## src/design/config_string_escaper_core_macros.svh

```systemverilog
// ----------------------------------------------------------------------------
// Assertion macros for the string escaper
// Immediate-implication and next-cycle-implication checks with async reset.
// ----------------------------------------------------------------------------
`ifndef CONFIG_STRING_ESCAPER_CORE_MACROS_SVH
`define CONFIG_STRING_ESCAPER_CORE_MACROS_SVH

// cons must hold in the same cycle as ante
`define CSE_ASSERT_IMP(label, clk, rst_n, ante, cons, msg) \
	label: assert property (@(posedge clk) disable iff (!rst_n) (ante) |-> (cons)) \
		else $error(msg);

// cons must hold in the cycle after ante
`define CSE_ASSERT_NXT(label, clk, rst_n, ante, cons, msg) \
	label: assert property (@(posedge clk) disable iff (!rst_n) (ante) |=> (cons)) \
		else $error(msg);

`endif

```

## src/design/cse_pkg.sv

```systemverilog
// ----------------------------------------------------------------------------
// cse_pkg
// Types, constants and helpers shared by the string escaper modules.
// ----------------------------------------------------------------------------
package cse_pkg;

	// string kinds
	localparam logic [1:0] KIND_GROUP = 2'd0;
	localparam logic [1:0] KIND_KEY   = 2'd1;
	localparam logic [1:0] KIND_VALUE = 2'd2;

	// characters
	localparam logic [7:0] CH_TAB = 8'h09;
	localparam logic [7:0] CH_LF  = 8'h0a;
	localparam logic [7:0] CH_CR  = 8'h0d;
	localparam logic [7:0] CH_SP  = 8'h20;
	localparam logic [7:0] CH_EQ  = 8'h3d;
	localparam logic [7:0] CH_LBR = 8'h5b;
	localparam logic [7:0] CH_BSL = 8'h5c;
	localparam logic [7:0] CH_RBR = 8'h5d;
	localparam logic [7:0] CH_N   = 8'h6e;
	localparam logic [7:0] CH_R   = 8'h72;
	localparam logic [7:0] CH_S   = 8'h73;
	localparam logic [7:0] CH_T   = 8'h74;
	localparam logic [7:0] CH_X   = 8'h78;
	localparam logic [7:0] CH_DEL = 8'h7f;

	// UTF-8 classification
	localparam logic [7:0] U8_MIN2    = 8'hc1;
	localparam logic [7:0] U8_MASK3   = 8'he0;
	localparam logic [7:0] U8_LEAD2   = 8'hc0;
	localparam logic [7:0] U8_MASK4   = 8'hf0;
	localparam logic [7:0] U8_LEAD3   = 8'he0;
	localparam logic [7:0] U8_MAX4    = 8'hf5;
	localparam logic [7:0] U8_MASK5   = 8'hf8;
	localparam logic [7:0] U8_LEAD4   = 8'hf0;
	localparam logic [7:0] U8_CMASK   = 8'hc0;
	localparam logic [7:0] U8_CONT    = 8'h80;
	localparam logic [7:0] U8_E0_MIN  = 8'ha0;
	localparam logic [7:0] U8_F0_MIN  = 8'h90;
	localparam logic [7:0] U8_F4_MAX  = 8'h8f;
	localparam logic [7:0] U8_F4      = 8'hf4;

	localparam logic [2:0] LEN2 = 3'd2;
	localparam logic [2:0] LEN3 = 3'd3;
	localparam logic [2:0] LEN4 = 3'd4;

	// command layout
	localparam int NUM_UNITS = 5;
	localparam int UNIT_IW   = $clog2(NUM_UNITS);
	localparam int UCNT_W    = $clog2(NUM_UNITS + 1);

	// command queue
	localparam int FIFO_DEPTH = 4;
	localparam int FIFO_AW    = $clog2(FIFO_DEPTH);
	localparam int FIFO_CW    = FIFO_AW + 1;

	typedef enum logic [1:0] {
		U_RAW,
		U_ESC,
		U_HEX
	} unit_kind_t;

	typedef struct packed {
		unit_kind_t utype;
		logic [7:0] ubyte;
	} unit_t;

	typedef struct packed {
		unit_t [NUM_UNITS-1:0] units;
		logic [UCNT_W-1:0]     n_units;
		logic                  last;
	} cmd_t;

	typedef struct packed {
		logic [7:0] byte_in;
		logic [1:0] string_kind;
		logic       last_byte;
	} in_item_t;

	typedef struct packed {
		logic [7:0] out_byte;
		logic       run_last;
		logic       string_end;
	} out_item_t;

	function automatic logic [7:0] hex_digit(input logic [3:0] n);
		return (n < 4'd10) ? {4'h3, n} : (8'h57 + {4'h0, n});
	endfunction

endpackage

```

## src/design/cse_front.sv

```systemverilog
// ----------------------------------------------------------------------------
// cse_front
// Classifies each input byte, tracks held UTF-8 bytes and builds a command
// of up to five output units for the back end.
// ----------------------------------------------------------------------------
module cse_front (
	input  logic            clk,
	input  logic            arst_n,
	input  logic            acc,
	input  cse_pkg::in_item_t item,
	output logic            cmd_push,
	output cse_pkg::cmd_t   cmd
);
	import cse_pkg::*;

	logic [7:0] pend_q [4];
	logic [1:0] pcnt_q;
	logic [2:0] exp_q;
	logic       start_q;

	logic [7:0] b;
	logic [1:0] kind;
	logic       last;
	logic       space_start;
	logic       dflt;
	logic       main_v;
	unit_t      main_u;
	logic       lead_ok;
	logic [2:0] new_exp;
	logic       bad2;
	logic       take;
	logic [2:0] hold_cnt;
	logic [2:0] exp_eff;
	logic       complete;
	logic [7:0] pend_nx [4];
	logic [UCNT_W-1:0] n_flush;
	logic       flush_hex;
	logic       flush_first;
	logic [1:0] pcnt_d;

	assign b    = item.byte_in;
	assign kind = item.string_kind;
	assign last = item.last_byte;

	// UTF-8 lead / continuation checks
	always_comb begin
		new_exp = LEN2;
		lead_ok = 1'b1;
		if (b > U8_MIN2 && (b & U8_MASK3) == U8_LEAD2)
			new_exp = LEN2;
		else if ((b & U8_MASK4) == U8_LEAD3)
			new_exp = LEN3;
		else if (b < U8_MAX4 && (b & U8_MASK5) == U8_LEAD4)
			new_exp = LEN4;
		else
			lead_ok = 1'b0;

		bad2 = (exp_q == LEN3 && pend_q[0] == U8_LEAD3 && b < U8_E0_MIN) ||
		       (exp_q == LEN4 && pend_q[0] == U8_LEAD4 && b < U8_F0_MIN) ||
		       (exp_q == LEN4 && pend_q[0] == U8_F4 && b > U8_F4_MAX);
	end

	always_comb begin
		logic [UCNT_W-1:0] idx;
		idx = '0;

		space_start = start_q && b == CH_SP && kind != KIND_GROUP;
		dflt   = 1'b0;
		main_v = 1'b0;
		main_u = '{utype: U_RAW, ubyte: b};

		if (space_start) begin
			main_v = 1'b1;
			main_u = '{utype: U_ESC, ubyte: CH_S};
		end else begin
			case (b)
				CH_LF: begin
					main_v = 1'b1;
					main_u = '{utype: U_ESC, ubyte: CH_N};
				end
				CH_TAB: begin
					main_v = 1'b1;
					main_u = '{utype: U_ESC, ubyte: CH_T};
				end
				CH_CR: begin
					main_v = 1'b1;
					main_u = '{utype: U_ESC, ubyte: CH_R};
				end
				CH_BSL: begin
					main_v = 1'b1;
					main_u = '{utype: U_ESC, ubyte: CH_BSL};
				end
				CH_EQ: begin
					main_v = 1'b1;
					main_u = '{utype: (kind != KIND_KEY) ? U_RAW : U_HEX, ubyte: b};
				end
				CH_LBR, CH_RBR: begin
					main_v = 1'b1;
					main_u = '{utype: (kind == KIND_VALUE) ? U_RAW : U_HEX, ubyte: b};
				end
				default: dflt = 1'b1;
			endcase
		end

		if (pcnt_q == 2'd0)
			take = dflt && lead_ok;
		else
			take = dflt && (b & U8_CMASK) == U8_CONT && !(pcnt_q == 2'd1 && bad2);

		if (dflt && !take) begin
			main_v = 1'b1;
			if (b < CH_SP || (kind == KIND_VALUE && b >= CH_DEL))
				main_u = '{utype: U_HEX, ubyte: b};
			else if (last && kind != KIND_GROUP && b == CH_SP)
				main_u = '{utype: U_ESC, ubyte: CH_S};   // trailing space
			else
				main_u = '{utype: U_RAW, ubyte: b};
		end

		hold_cnt = {1'b0, pcnt_q} + {2'b00, take};
		exp_eff  = (pcnt_q == 2'd0) ? new_exp : exp_q;
		complete = take && hold_cnt == exp_eff;

		for (int i = 0; i < 4; i++)
			pend_nx[i] = pend_q[i];
		if (take)
			pend_nx[pcnt_q] = b;

		// at most one flush per item: before the byte on a broken sequence,
		// after it on completion or at string end
		flush_first = 1'b0;
		flush_hex   = 1'b1;
		n_flush     = '0;
		if (dflt && !take) begin
			flush_first = 1'b1;
			n_flush     = {1'b0, pcnt_q};
		end else if (complete) begin
			flush_hex = 1'b0;
			n_flush   = hold_cnt;
		end else if (last) begin
			n_flush = hold_cnt;
		end

		pcnt_d = (complete || last || (dflt && !take)) ? 2'd0 : hold_cnt[1:0];

		for (int k = 0; k < NUM_UNITS; k++) begin
			cmd.units[k] = '{utype: U_RAW, ubyte: 8'h00};
			if (flush_first) begin
				if (UCNT_W'(k) < n_flush)
					cmd.units[k] = '{utype: U_HEX, ubyte: pend_nx[k[1:0]]};
				else if (UCNT_W'(k) == n_flush)
					cmd.units[k] = main_u;
			end else if (main_v && k == 0) begin
				cmd.units[k] = main_u;
			end else begin
				idx = UCNT_W'(k) - {{(UCNT_W-1){1'b0}}, main_v};
				if (idx < n_flush)
					cmd.units[k] = '{utype: flush_hex ? U_HEX : U_RAW,
					                 ubyte: pend_nx[idx[1:0]]};
			end
		end
		cmd.n_units = n_flush + {{(UCNT_W-1){1'b0}}, main_v};
		cmd.last    = last;
		cmd_push    = acc && cmd.n_units != '0;
	end

	always_ff @(posedge clk or negedge arst_n) begin
		if (!arst_n) begin
			pcnt_q  <= 2'd0;
			exp_q   <= 3'd0;
			start_q <= 1'b1;
		end else if (acc) begin
			pcnt_q  <= pcnt_d;
			start_q <= last;
			if (take && pcnt_q == 2'd0)
				exp_q <= new_exp;
		end
	end

	always_ff @(posedge clk) begin
		if (acc && take)
			pend_q[pcnt_q] <= b;
	end

endmodule

```

## src/design/cse_cmd_fifo.sv

```systemverilog
// ----------------------------------------------------------------------------
// cse_cmd_fifo
// Short command queue between the front and back ends.
// ----------------------------------------------------------------------------
module cse_cmd_fifo (
	input  logic          clk,
	input  logic          arst_n,
	input  logic          wr_en,
	input  cse_pkg::cmd_t wr_data,
	output logic          full,
	input  logic          rd_en,
	output cse_pkg::cmd_t rd_data,
	output logic          empty
);
	import cse_pkg::*;

	cmd_t               mem [FIFO_DEPTH];
	logic [FIFO_AW-1:0] wr_ptr_q;
	logic [FIFO_AW-1:0] rd_ptr_q;
	logic [FIFO_CW-1:0] cnt_q;
	logic               do_wr;
	logic               do_rd;

	assign full    = cnt_q == FIFO_CW'(FIFO_DEPTH);
	assign empty   = cnt_q == '0;
	assign do_wr   = wr_en && !full;
	assign do_rd   = rd_en && !empty;
	assign rd_data = mem[rd_ptr_q];

	always_ff @(posedge clk or negedge arst_n) begin
		if (!arst_n) begin
			wr_ptr_q <= '0;
			rd_ptr_q <= '0;
			cnt_q    <= '0;
		end else begin
			if (do_wr)
				wr_ptr_q <= wr_ptr_q + 1'b1;
			if (do_rd)
				rd_ptr_q <= rd_ptr_q + 1'b1;
			if (do_wr && !do_rd)
				cnt_q <= cnt_q + 1'b1;
			else if (do_rd && !do_wr)
				cnt_q <= cnt_q - 1'b1;
		end
	end

	always_ff @(posedge clk) begin
		if (do_wr)
			mem[wr_ptr_q] <= wr_data;
	end

endmodule

```

## src/design/cse_back.sv

```systemverilog
// ----------------------------------------------------------------------------
// cse_back
// Walks the units of the head command, one output character per cycle while the
// result register is empty or popped, into a one-entry result register.
// ----------------------------------------------------------------------------
module cse_back (
	input  logic               clk,
	input  logic               arst_n,
	input  logic               cmd_valid,
	input  cse_pkg::cmd_t      cmd,
	output logic               cmd_pop,
	input  logic               pop,
	output logic               empty,
	output cse_pkg::out_item_t result
);
	import cse_pkg::*;

	logic [UNIT_IW-1:0] unit_q;
	logic [1:0]         char_q;
	out_item_t          res_q;
	logic               rvalid_q;

	unit_t      cur;
	logic [1:0] len_m1;
	logic [7:0] ch;
	logic       last_char;
	logic       last_unit;
	logic       step;

	always_comb begin
		cur = cmd.units[unit_q];
		case (cur.utype)
			U_RAW: begin
				len_m1 = 2'd0;
				ch     = cur.ubyte;
			end
			U_ESC: begin
				len_m1 = 2'd1;
				ch     = (char_q == 2'd0) ? CH_BSL : cur.ubyte;
			end
			U_HEX: begin
				len_m1 = 2'd3;
				case (char_q)
					2'd0:    ch = CH_BSL;
					2'd1:    ch = CH_X;
					2'd2:    ch = hex_digit(cur.ubyte[7:4]);
					default: ch = hex_digit(cur.ubyte[3:0]);
				endcase
			end
			default: begin
				len_m1 = 2'd0;
				ch     = cur.ubyte;
			end
		endcase
		last_char = char_q == len_m1;
		last_unit = UCNT_W'(unit_q) == cmd.n_units - 1'b1;
		step      = cmd_valid && (!rvalid_q || pop);
		cmd_pop   = step && last_char && last_unit;
	end

	assign empty  = !rvalid_q;
	assign result = res_q;

	always_ff @(posedge clk or negedge arst_n) begin
		if (!arst_n) begin
			unit_q   <= '0;
			char_q   <= 2'd0;
			rvalid_q <= 1'b0;
		end else begin
			if (step)
				rvalid_q <= 1'b1;
			else if (pop)
				rvalid_q <= 1'b0;
			if (step) begin
				if (!last_char) begin
					char_q <= char_q + 2'd1;
				end else begin
					char_q <= 2'd0;
					unit_q <= last_unit ? '0 : unit_q + 1'b1;
				end
			end
		end
	end

	always_ff @(posedge clk) begin
		if (step) begin
			res_q.out_byte   <= ch;
			res_q.run_last   <= last_char && last_unit;
			res_q.string_end <= last_char && last_unit && cmd.last;
		end
	end

endmodule

```

## src/design/config_string_escaper_core.sv

```systemverilog
// ----------------------------------------------------------------------------
// config_string_escaper_core
// Escapes the bytes of configuration strings into printable text, holding
// multi-byte UTF-8 until complete.
//
//   channel  handshake        payload
//   -------  ---------------  ----------------------------------------
//   item     push / full      byte_in, string_kind, last_byte
//   result   empty / pop      out_byte, run_last, string_end
//
// An item is taken whenever the four-entry command queue has room; the
// front end classifies it and queues its units the same cycle.
// The back end sends one output byte per cycle while the result is empty or
// popped; an item gives 0 to 16 bytes: one for plain text, 2 or 4 for escapes.
// An item's first result goes through the command queue, then the result register.
// No clearing pass after reset; a stalled pop backs up through the queue.
// ----------------------------------------------------------------------------
`include "config_string_escaper_core_macros.svh"

module config_string_escaper_core (
	input  logic               clk,
	input  logic               arst_n,
	input  logic               push,
	output logic               full,
	input  cse_pkg::in_item_t  item,
	output logic               empty,
	input  logic               pop,
	output cse_pkg::out_item_t result
);
	import cse_pkg::*;

	logic acc;
	logic cmd_push;
	cmd_t cmd_wr;
	logic cmd_full;
	logic cmd_pop;
	cmd_t cmd_rd;
	logic cmd_empty;

	assign full = cmd_full;
	assign acc  = push && !cmd_full;

	cse_front u_front (
		.clk      (clk),
		.arst_n   (arst_n),
		.acc      (acc),
		.item     (item),
		.cmd_push (cmd_push),
		.cmd      (cmd_wr)
	);

	cse_cmd_fifo u_fifo (
		.clk     (clk),
		.arst_n  (arst_n),
		.wr_en   (cmd_push),
		.wr_data (cmd_wr),
		.full    (cmd_full),
		.rd_en   (cmd_pop),
		.rd_data (cmd_rd),
		.empty   (cmd_empty)
	);

	cse_back u_back (
		.clk       (clk),
		.arst_n    (arst_n),
		.cmd_valid (!cmd_empty),
		.cmd       (cmd_rd),
		.cmd_pop   (cmd_pop),
		.pop       (pop),
		.empty     (empty),
		.result    (result)
	);

	`CSE_ASSERT_IMP(a_push_room, clk, arst_n, cmd_push, !cmd_full, "command pushed into full queue")
	`CSE_ASSERT_IMP(a_last_cmd, clk, arst_n, acc && item.last_byte, cmd_push, "string end gave no command")
	`CSE_ASSERT_IMP(a_pop_data, clk, arst_n, cmd_pop, !cmd_empty, "command popped from empty queue")
	`CSE_ASSERT_NXT(a_fill, clk, arst_n, cmd_push && cmd_empty, !cmd_empty, "queue lost a pushed command")

endmodule

```

## config.mk

```make
export PLATFORM = sky130hd
export DESIGN_NAME = config_string_escaper_core
export DESIGN_NICKNAME = d
export VERILOG_FILES = /design/src/design/cse_pkg.sv /design/src/design/cse_front.sv /design/src/design/cse_cmd_fifo.sv /design/src/design/cse_back.sv /design/src/design/config_string_escaper_core.sv
export VERILOG_INCLUDE_DIRS = /design/src /design/src/design
export SDC_FILE = /design/constraint.sdc
export NUM_CORES = 1
export LEC_CHECK = 0
export ABC_AREA = 0
export ABC_CLOCK_PERIOD_IN_PS = 6800
export BUFFER_PORTS_ARGS = -buffer_cell sky130_fd_sc_hd__buf_2
export CAP_MARGIN = 5
export CORE_MARGIN = 2
export CORE_UTILIZATION = 32
export DETAILED_ROUTE_END_ITERATION = 10
export PLACE_DENSITY = 0.57
export SYNTH_ARGS = -nofsm -noshare
export SYNTH_HDL_FRONTEND = slang
export SYNTH_SLANG_ARGS = --single-unit
```

## constraint.sdc

```tcl
create_clock -name clk -period 6.8 [get_ports clk]
set_clock_uncertainty 0.05 [all_clocks]
set_input_delay 0.34 -clock clk [delete_from_list [all_inputs] [get_ports clk]]
set_output_delay 0.34 -clock clk [all_outputs]
set_load 0.005 [all_outputs]
```

==> summary.txt, run 1 <==
Synthesis
  • Area contributors post-synth: edfxtp_1 58%, mux4_2 8.1%, dfrtp_1 3.4%
  • Synth Flop Type: edfxtp_1
  • Top-area cell type share of the netlist area: 58.2%
  • Post-synthesis sequential area ratio: 61.8%
  • Post-synthesis cell area: 13,300 sq um
  • Synth cell types: 90
  • Yosys top cell by area: edfxtp_1
  • Async SR Flop Fraction: 6.86%
  • Synthesis Warnings: 0
  • EDFF count, synth: 258
  • Post-Synthesis Cells: 940
  • FF+latch count, synth: 277
  • Syn Area/Cell: 14.2 sq um

Placement
  • RD Place Congestion: 0.917
  • PortBufs: 26
  • Hpwl dp: 22,300 microns
  • Area after DPL: 14,100 sq um

Worst setup path
  • R2R Setup Slk: 0.72 ns
  • Critical Path Max Stage Delay: 0.73 ns
  • CP Capture Type: register
  • CP top delay family: simple AND/OR/NAND/NOR gates
  • CP endpoint: u_fifo.mem[0][24]
  • CP Buf/Inv Count: 1
  • CP Max Fanout: 15
  • WP data arrival: 6.34 ns
  • Stages on the worst setup path: 19
  • Setup CP Type: register to register
  • Critical Path RT: 7.07 ns
  • Critical path, cell by cell: or4b_2, a211o_1, a22oi_2, and2_4, inv_2, ha_1, nor3b_1, a22o_1, o221ai_1, a211oi_1, nor2_2, nor2_1, nand2_1, nand2_1, ha_1, a21oi_1, nor3_1, nor2_1, o221ai_1
  • Start point of the critical path: u_front.pcnt_q[1]
  • Crit Reg-Reg Endpoint: u_fifo.mem[0][24]
  • Max stage delay cell, worst path: or4b_2
  • Reg2reg start: u_front.pcnt_q[1]
  • Reg2Reg Depth: 19
  • Worst setup SP type: register

Cells and area
  • Nets: 1,014
  • Layout cells sized above 1: 19.6%
  • Most common cell after layout, fill and taps aside: edfxtp_1
  • N_diodes: 0
  • Area delta synth->final: 13.4%
  • Most frequent cells in the layout: 258 x edfxtp_1, 65 x nand2_1, 63 x nor2_1
  • Design Area, Final: 15,100 sq um

Global route
  • GR Util met2: 23.5%
  • Pin count of the biggest net entering global routing: 55
  • Most Used Layer, Global Route: met2
  • Tot GR Track Use: 15.2%
  • Met1 GRT Util: 21.8%
  • Global-route met3 utilization: 2.58%
  • Grt total ovfl: 0
  • Vias in the first global route: 8,293
  • Antenna violations before repair: 0
  • First-pass GRT wire length: 51,000 microns

STA
  • Pins over their slew limit: 0
  • Max Freq: 165 MHz
  • Minimum clock period: 6.08 ns
  • Slew HR: 27.2%
  • Final Hold Viols: 0
  • RSZ-0062 raised after global routing: false
  • Worst-Margin Slew: 1.09 ns
  • Setup TNS: 0 ns
  • Setup violators final: 0
  • Period utilisation layout: 89.4%

CTS
  • Insertion delay to the later sink of the worst-skew pair: 0.58 ns
  • CTS tree: yes
  • Clk pin slew, worst setup/hold paths: 0.06 ns
  • H-tree depth: 1
  • CTS max path bufs: 3
  • TritonCTS Buffers: 30
  • Postcts setup bufs: 0
  • Clock Root Buffer: clkbuf_16
  • Clk sinks: 277

Routing
  • Total Routed Length: 33,000 microns
  • Vias/cell: 5.38
  • Routed vias: 8,245
  • Post-route ant nets: 0
  • Post-DR wirelength/cell: 21.6 microns
  • DRC violations left: 0
  • Detailed Routing Iterations Pass 1: 6
  • Drt first-iter violations: 764

Die
  • Core Rows: 74
  • Chip width: 208 microns
  • Initial core utilization: 32.5%
  • Core area: 40,900 sq um
  • Die area: 43,300 sq um
  • Die height: 208 microns
  • Top-Level Pins: 27

Pwr
  • Power Density: 392 nW/um^2
  • Worst vdd ir: 0.205 mV
  • LEAKAGE: 5.08 nW

Job
  • Max-cap viol count: 0

Hold path
  • Hold crit path type: input port to register

Status
  • Status: finished, final reports clean
## power breakdown
part / internal (mW) / switching [mW]
registers: 2.23 / 0.171
logic: 0.807 / 1.08
clock network: 0.973 / 0.662
total: 4.01 / 1.91
## metal layers
metal | wire length (microns) | vias up
li1 | - | 3765
met1 | 15400 | 4110
met2 | 14800 | 299
met3 | 1850 | 71
met4 | 1070 | 0
met5 | 0 | -
## registers in the layout (all words and copies together), names as in the netlist
| register | count |
|---|---|
| u_back.rvalid_q | 1 |
| u_front.exp_q | 3 |
| u_fifo.wr_ptr_q | 2 |
| u_front.pend_q | 32 |
| u_back.char_q | 2 |
| u_back.unit_q | 3 |
| u_fifo.cnt_q | 3 |
| u_fifo.rd_ptr_q | 2 |
| u_fifo.mem | 216 |
| u_front.start_q | 1 |
| u_front.pcnt_q | 2 |
| u_back.result | 10 |
## Yosys cell counts, types with 6 or more instances
cell / count
edfxtp_1: 258
mux2i_1: 40
nor2_1: 63
o31ai_1: 7
nand2b_1: 10
nand4_1: 7
clkbuf_1: 14
a21oi_1: 42
a211oi_1: 6
xnor2_1: 12
nor2b_1: 6
o21ai_0: 35
o22ai_1: 10
nor2_2: 10
and3_1: 12
a22oi_1: 11
nand2_1: 65
inv_1: 36
o221ai_1: 12
nor3_1: 14
o22a_1: 9
nand3_1: 18
mux2_2: 8
o211ai_1: 12
dfrtp_1: 18
buf_2: 16
xor2_1: 7
mux4_2: 48
ha_1: 21
and2_1: 8
nor3b_1: 6
## cell families after synthesis
logic type	after synthesis	share of synthesized area, %
AOI/OAI and AO/OA	194	10.5
muxes	97	11.9
other	1	0.0282
adders and majority gates	23	2.21
and+or+nand+nor	249	9.61
buffers and inverters	80	2.74
DFF	277	61.8
xor gates and xnor gates	19	1.25
## layout make-up
cell class | instances | area [sq um]
sequential | 277 | 8230
tap | 532 | 666
timing repair buffer | 45 | 325
multi-input combinational | 586 | 4740
inverter | 37 | 139
fill | 3903 | 25800
clock inverter | 12 | 119
clock buffer | 44 | 885
## worst min-delay path by stage
stage | startpoint | endpoint | slack (ns) | cells after the start
6_report | item[8] | u_front.pend_q[0][5] | 0.12 | 1
5_1_grt | item[8] | u_front.pend_q[0][5] | 0.12 | 1
4_1_cts | item[10] | u_front.pend_q[2][7] | 0.1 | 1
3_5_place_dp | arst_n | u_back.char_q[0] | 0.30 | 1
3_3_place_gp | arst_n | u_back.char_q[0] | 0.30 | 1
2_1_floorplan | arst_n | u_back.char_q[0] | -0.006 | 0
## through the flow
step           std cells  hold slack [ns]  util (%)  total power, mW  setup slack (ns)
4_1_cts             1532           0.0976      36.9             5.99             0.624
6_report            1533            0.118      36.9             5.92             0.722
3_3_place_gp        1474            0.300      34.4             4.33             0.971
2_1_floorplan        943         -0.00559         -             3.79             0.763
3_5_place_dp        1474            0.302      34.4             4.35             0.635
5_1_grt             1533            0.118      36.9             6.26             0.246
## timing repair
| item | 4_1_cts | 5_1_grt |
|---|---|---|
| resized for setup | 0 | 0 |
| hold buffers | 2 | 0 |
| endpoints found under the hold margin | 19 | 0 |
Note: power is estimated with default switching activity, not from simulation.
==> run 2, diff against run 1 <==
- ABC_AREA: 0 -> 1
==> run 2 against run 1 <==
Effect of this change: critical path depth shrank 1; die area rose by 3.6%; critical endpoint is now u_fifo.cnt_q[1]; critical path type unchanged; worst setup slack better by 1.2 ns; clock-buffer cell count down 13; clock power down 6%; highest routed layer unchanged; area after synthesis increased by 3.7%; core utilization decreased by 0.76 points; combinational power rose by 16%; via count increased by 26%.
==> summary.txt, run 2 <==
Cells and area
  • Max reg flops: 216
  • Most frequent cells in the layout: 270 x nand2_1, 258 x edfxtp_1, 244 x nor2_1
  • Nets: 1,486
  • Layout cells sized above 1: 9.45%
  • N_diodes: 0
  • Filler cell count in the final layout: 4,320
  • Most common cell after layout, fill and taps aside: nand2_1
  • Final Non-Filler Cells: 2,017
  • Area delta synth->final: 12.1%
  • Top reg by flops: u_fifo.mem

Synthesis
  • Post-synthesis adder-cell area fraction: 2.05%
  • Post-synthesis mux area share: 0.0816%
  • EDFF count, synth: 258
  • Top post-synthesis cells by count: 270 x nand2_1, 258 x edfxtp_1, 248 x nor2_1, 170 x o21ai_0, 96 x inv_1
  • Synthesis Warnings: 0
  • Post-Synthesis Cells: 1,433
  • Syn Area/Cell: 9.63 sq um
  • Async SR Flop Fraction: 6.86%
  • Xor and xnor area share after synthesis: 0.444%
  • Largest family of logic cells by synthesized area: simple AND/OR/NAND/NOR gates
  • Count leader, synth: nand2_1
  • Yosys top cell by area: edfxtp_1
  • Synth cell types: 55
  • Simple-gate share of the synthesized area: 20.1%
  • Post-synthesis cell area: 13,800 sq um
  • FF+latch count, synth: 277
  • Area contributors post-synth: edfxtp_1 56%, nand2_1 7.3%, nor2_1 6.7%
  • Compound-gate portion of the synthesized area: 12.8%
  • Synth Flop Type: edfxtp_1
  • Top-area cell type share of the netlist area: 56.1%
  • Post-synthesis sequential area ratio: 59.6%

Status
  • Status: finished, final reports clean

CTS
  • Clk pin slew, worst setup/hold paths: 0.06 ns
  • Insertion delay to the later sink of the worst-skew pair: 0.56 ns
  • TritonCTS Buffers: 29
  • CTS tree: yes
  • H-tree depth: 1
  • Clock Root Buffer: clkbuf_16
  • Clk sinks: 277
  • CTS max path bufs: 3
  • Postcts setup bufs: 0

Worst setup path
  • WP data arrival: 5.26 ns
  • Reg2reg start: u_fifo.rd_ptr_q[0]
  • Critical Path RT: 7.20 ns
  • Crit Reg-Reg Endpoint: u_fifo.cnt_q[1]
  • CP Max Fanout: 58
  • CP Capture Type: register
  • Worst setup SP type: register
  • Reg2Reg Depth: 18
  • Setup CP Type: register to register
  • R2R Setup Slk: 1.93 ns

Placement
  • Hpwl dp: 25,900 microns
  • PortBufs: 26
  • Dpl cells: 1,962
  • RD Place Congestion: 0.916

Pwr
  • LEAKAGE: 5.82 nW
  • Clock power share: 25.2%
  • Sequential power share: 39.2%
  • Cell Int Power: 3.80 mW
  • Power Density: 396 nW/um^2
  • Worst vdd ir: 0.245 mV
  • Net Sw Power: 2.33 mW
  • Sw Share: 38.0%
  • Combinational group share of total power: 35.7%

STA
  • Pins over their slew limit: 0
  • RSZ-0062 raised after global routing: false
  • Setup TNS: 0 ns
  • Worst-Margin Slew: 1.16 ns
  • Final Hold Viols: 0
  • Slew HR: 22.3%
  • Max Freq: 206 MHz
  • Minimum clock period: 4.87 ns
  • Setup violators final: 0
  • Period utilisation layout: 71.5%

Die
  • Core area: 42,800 sq um
  • Die area: 44,800 sq um
  • Core Rows: 76
  • Chip width: 212 microns
  • Die height: 212 microns
  • Initial core utilization: 32.3%
  • Top-Level Pins: 27

Routing
  • Post-route ant nets: 0
  • Detailed Routing Iterations Pass 1: 5
  • Total Routed Length: 37,800 microns
  • Routed vias: 10.4k
  • Drt first-iter violations: 926
  • Post-DR wirelength/cell: 18.7 microns
  • Vias/cell: 5.14
  • DRC violations left: 0

Hold path
  • Worst hold start: item[3]
  • Hold crit path type: input port to register
  • Hold Path Depth: 1
  • Worst Hold End: u_front.pend_q[3][0]

Global route
  • Grt total ovfl: 0
  • Tot GR Track Use: 17.0%
  • Vias in the first global route: 9,878
  • Antenna violations before repair: 0
  • First-pass GRT wire length: 58,500 microns
  • Pin count of the biggest net entering global routing: 59

Job
  • Max-cap viol count: 0
[run 2: cell types whose count changed in the layout (fill, tap and decap cells not counted), sizes merged, moves of 10 or more]
cell	change
a21oi	-10
nand2	+214
mux2i	-40
mux4	-48
nand3	+68
o21ai	+142
nor2	+182
clkbuf	-14
o211ai	+19
and3	-12
clkinv	+10
inv	+69
nand2b	-10
[run 2: worst max path at each step]
| stage | from | endpoint | slack (ns) | depth (start not counted) |
|---|---|---|---|---|
| after floorplan | item[9] | u_fifo.mem[0][0] | 0.53 | 25 |
| after global placement | item[8] | u_fifo.mem[2][39] | 1.70 | 24 |
| after detailed placement | item[8] | u_fifo.mem[2][39] | 1.53 | 23 |
| after CTS | u_front.pcnt_q[1] | u_fifo.mem[2][40] | 1.87 | 24 |
| after global routing | u_front.pcnt_q[1] | u_fifo.mem[2][26] | 1.42 | 25 |
| final | u_fifo.rd_ptr_q[0] | u_fifo.cnt_q[1] | 1.93 | 18 |
[run 2: per-stage QoR]
| stage | hold WS (ns) | setup WS (ns) | util, % | instance area, sq um | power (mW) |
|---|---|---|---|---|---|
| 6_report | 0.0887 | 1.93 | 36.2 | 15500 | 6.13 |
| 4_1_cts | 0.0527 | 1.87 | 36.2 | 15500 | 6.19 |
| 2_1_floorplan | -0.00559 | 0.529 | - | 13800 | 3.94 |
| 3_5_place_dp | 0.290 | 1.53 | 34.0 | 14500 | 4.64 |
| 3_3_place_gp | 0.287 | 1.70 | 34.0 | 14500 | 4.61 |
| 5_1_grt | 0.0759 | 1.42 | 36.2 | 15500 | 6.58 |
[run 2: what timing repair did]
item | 4_1_cts | 5_1_grt
hold buffers | 2 | 0
endpoints found under the hold margin | 19 | 0
gates resized for setup | 0 | 0
[run 2: cell type report]
cell class	count	area (sq um)	area share, %
Clock buffer	31	733	4.74
Inverter	107	403	2.60
Timing Repair Buffer	44	283	1.83
Sequential cell	277	8230	53.2
Clock inverter	22	188	1.21
Multi-Input combinational cell	990	4950	32.0
Tap cell	546	683	4.42
[run 2: cell families (layout without fill, tap and decap cells)]
group | count (synthesis) | count (layout)
simple gates | 654 | 654
compound gates | 302 | 302
flops | 277 | 277
buf+inv | 169 | 204
fa+ha+maj | 22 | 22
xor+xnor | 7 | 7
other cells | 1 | 4
mux | 1 | 1
[run 2: worst max-delay path, cell delays in order (launching register included)]
cell and delay [ns]:
dfrtp_4 0.83, inv_2 0.40, buf_4 0.35, o21ai_0 0.18
o22ai_1 0.09, a22oi_1 0.26, inv_1 0.07, ha_1 0.36
xnor2_1 0.15, nor3_1 0.13, inv_1 0.13, nor2_1 0.30
inv_1 0.07, nor2_1 0.21, inv_1 0.15, ha_1 0.23
inv_1 0.10, fa_1 0.41, mux2_2 0.26
[run 2: per-layer routing]
metal / up-vias / wire length [microns] / share of wire, % / GRT usage, %
met4: 0 / 1370 / 3.6 / 6.02
met3: 72 / 2240 / 5.9 / 3.07
met5: - / 0 / 0 / 0
met2: 356 / 17000 / 45 / 26.8
li1: 5000 / - / - / -
met1: 4930 / 17100 / 45 / 23.6
[run 2: power groups by stage]
stage | clock (mW) | sequential [mW] | combinational (mW)
2_1_floorplan | 0 | 2.35 | 1.59
3_3_place_gp | 0 | 2.43 | 2.18
3_5_place_dp | 0 | 2.44 | 2.20
4_1_cts | 1.58 | 2.40 | 2.21
5_1_grt | 1.65 | 2.43 | 2.50
6_report | 1.54 | 2.40 | 2.19
==> run 3, diff against run 2 <==
- ABC_CLOCK_PERIOD_IN_PS: 6800 -> 4600
- clock period: 6.8 -> 4.6 ns (I/O delays scaled with it)
==> run 3 against run 2 <==
Effect of this change: clock power is 68% higher; die area stayed put; final cell count is 2.5% higher; design area is 4.2% higher; register-to-register slack worse by 1.6 ns; routed wire length is 2.3% higher.
==> summary.txt, run 3 (synthesis results as in run 2) <==
Cells and area
  • Final Non-Filler Cells: 2,067
  • Fin util: 37.7%
  • Layout cells sized above 1: 12.6%
  • Nets: 1,534
  • Max reg flops: 216
  • Most frequent cells in the layout: 266 x nand2_1, 258 x edfxtp_1, 243 x nor2_1
  • Filler cell count in the final layout: 4,227
  • Area delta synth->final: 16.8%
  • N_diodes: 0
  • Top reg by flops: u_fifo.mem
  • Most common cell after layout, fill and taps aside: nand2_1

Worst setup path
  • Crit Reg-Reg Endpoint: u_fifo.cnt_q[1]
  • WP data arrival: 4.68 ns
  • Reg2reg start: u_front.pcnt_q[1]
  • Critical Path RT: 5.01 ns
  • Setup CP Type: register to register
  • Cell mode on critical path: nand2_1
  • CP Max Fanout: 7
  • Worst setup SP type: register
  • CP Capture Type: register
  • Max stage delay cell, worst path: fa_1
  • Reg2Reg Depth: 28
  • Critical Path Max Stage Delay: 0.41 ns
  • R2R Setup Slk: 0.33 ns

CTS
  • Clk sinks: 277
  • H-tree depth: 1
  • Clk pin slew, worst setup/hold paths: 0.06 ns
  • Insertion delay to the later sink of the worst-skew pair: 0.58 ns
  • CTS max path bufs: 3
  • Clock Root Buffer: clkbuf_16
  • TritonCTS Buffers: 30
  • CTS tree: yes

Global route
  • Most Used Layer, Global Route: met2
  • Met1 GRT Util: 24.0%
  • Tot GR Track Use: 17.3%
  • Pin count of the biggest net entering global routing: 65
  • Global-route met3 utilization: 2.89%
  • Grt total ovfl: 0
  • First-pass GRT wire length: 59,800 microns
  • GR Util met2: 27.4%
  • Antenna violations before repair: 0
  • Vias in the first global route: 10.0k

Die
  • Die height: 212 microns
  • Chip width: 212 microns
  • Core Rows: 76
  • Die area: 44,800 sq um
  • Initial core utilization: 32.3%
  • Top-Level Pins: 27
  • Core area: 42,800 sq um

STA
  • Pins over their slew limit: 0
  • Fin worst setup slack: 0.331 ns
  • RSZ-0062 raised after global routing: true
  • Setup violators final: 0
  • Slew HR: 42.2%
  • Hold Slack: 0.0859 ns
  • Period utilisation layout: 92.8%
  • Minimum clock period: 4.27 ns
  • Worst-Margin Slew: 0.864 ns
  • Final Hold Viols: 0
  • Max Freq: 234 MHz

Job
  • Max-cap viol count: 0

Routing
  • Post-DR wirelength/cell: 18.7 microns
  • Total Routed Length: 38,600 microns
  • Detailed Routing Iterations Pass 1: 6
  • Routed vias: 10.7k
  • Vias/cell: 5.17
  • DRC violations left: 0
  • Drt first-iter violations: 1,102
  • Post-route ant nets: 0

Placement
  • Dpl cells: 1,997
  • Pre-CTS setup slack: 0.159 ns
  • Hpwl dp: 26,600 microns
  • RD Place Congestion: 0.935
  • PortBufs: 26

Status
  • Status: finished, final reports clean

Pwr
  • Pwr Total: 9.55 mW
  • LEAKAGE: 6.14 nW
  • Worst vdd ir: 0.305 mV
  • Power Density: 592 nW/um^2

Hold path
  • Worst Hold End: u_front.pend_q[2][6]
  • Hold Path Depth: 2
  • Hold crit path type: input port to register
  • Worst hold start: item[9]
## run 3: per-stage QoR
| step | TNS, ns | area, sq um |
|---|---|---|
| after global routing | -0.0292 | 16100 |
| after floorplan | 0 | 13900 |
| after detailed placement | 0 | 14900 |
| final | 0 | 16100 |
| after global placement | 0 | 14900 |
| after CTS | 0 | 16100 |
## run 3: what timing repair did
action                                  CTS  global route
hold buffers                             10             0
endpoints found under the setup margin    0             2
resized for setup                         0            15
setup buffers                             0             4
endpoints found under the hold margin    49             0
## run 3: routing by layer
layer	vias up	share of wire (%)
met5	-	0
met2	389	45
met4	0	3.4
li1	5094	-
met1	5117	44
met3	80	6.9
## run 3: layout make-up
| class | instances | area [sq um] | area share (%) |
|---|---|---|---|
| Clock buffer | 47 | 896 | 5.56 |
| Inverter | 107 | 408 | 2.53 |
| Tap cell | 546 | 683 | 4.24 |
| Timing Repair Buffer | 91 | 736 | 4.56 |
| Multi-Input combinational cell | 990 | 5000 | 31.0 |
| Clock inverter | 9 | 168 | 1.04 |
| Sequential cell | 277 | 8230 | 51.0 |
## run 3: worst max-delay path, delay by kind of cell, from the launching register on
family / cells / cell delay, ns
AOI/OAI and AO/OA: 1 / 0.07
adders and majority gates: 5 / 1.31
buffers and inverters: 4 / 0.31
and+or+nand+nor: 17 / 1.74
muxes: 1 / 0.26
DFF: 1 / 0.40
## run 3: power by group
part | leakage, nW | internal, mW | switching, mW
Sequential | 2.64 | 3.30 | 0.146
Clock | 0.519 | 1.61 | 0.978
Combinational | 2.98 | 1.14 | 2.39
## run 3: worst max-delay path by stage
| stage | from | to | cells after the start |
|---|---|---|---|
| floorplan | item[7] | u_fifo.mem[0][0] | 24 |
| global placement | item[8] | u_fifo.cnt_q[2] | 29 |
| detailed placement | item[8] | u_fifo.cnt_q[2] | 29 |
| CTS | u_front.pcnt_q[1] | u_fifo.cnt_q[2] | 29 |
| global route | u_front.pcnt_q[1] | u_fifo.cnt_q[1] | 28 |
| finish | u_front.pcnt_q[1] | u_fifo.cnt_q[1] | 28 |
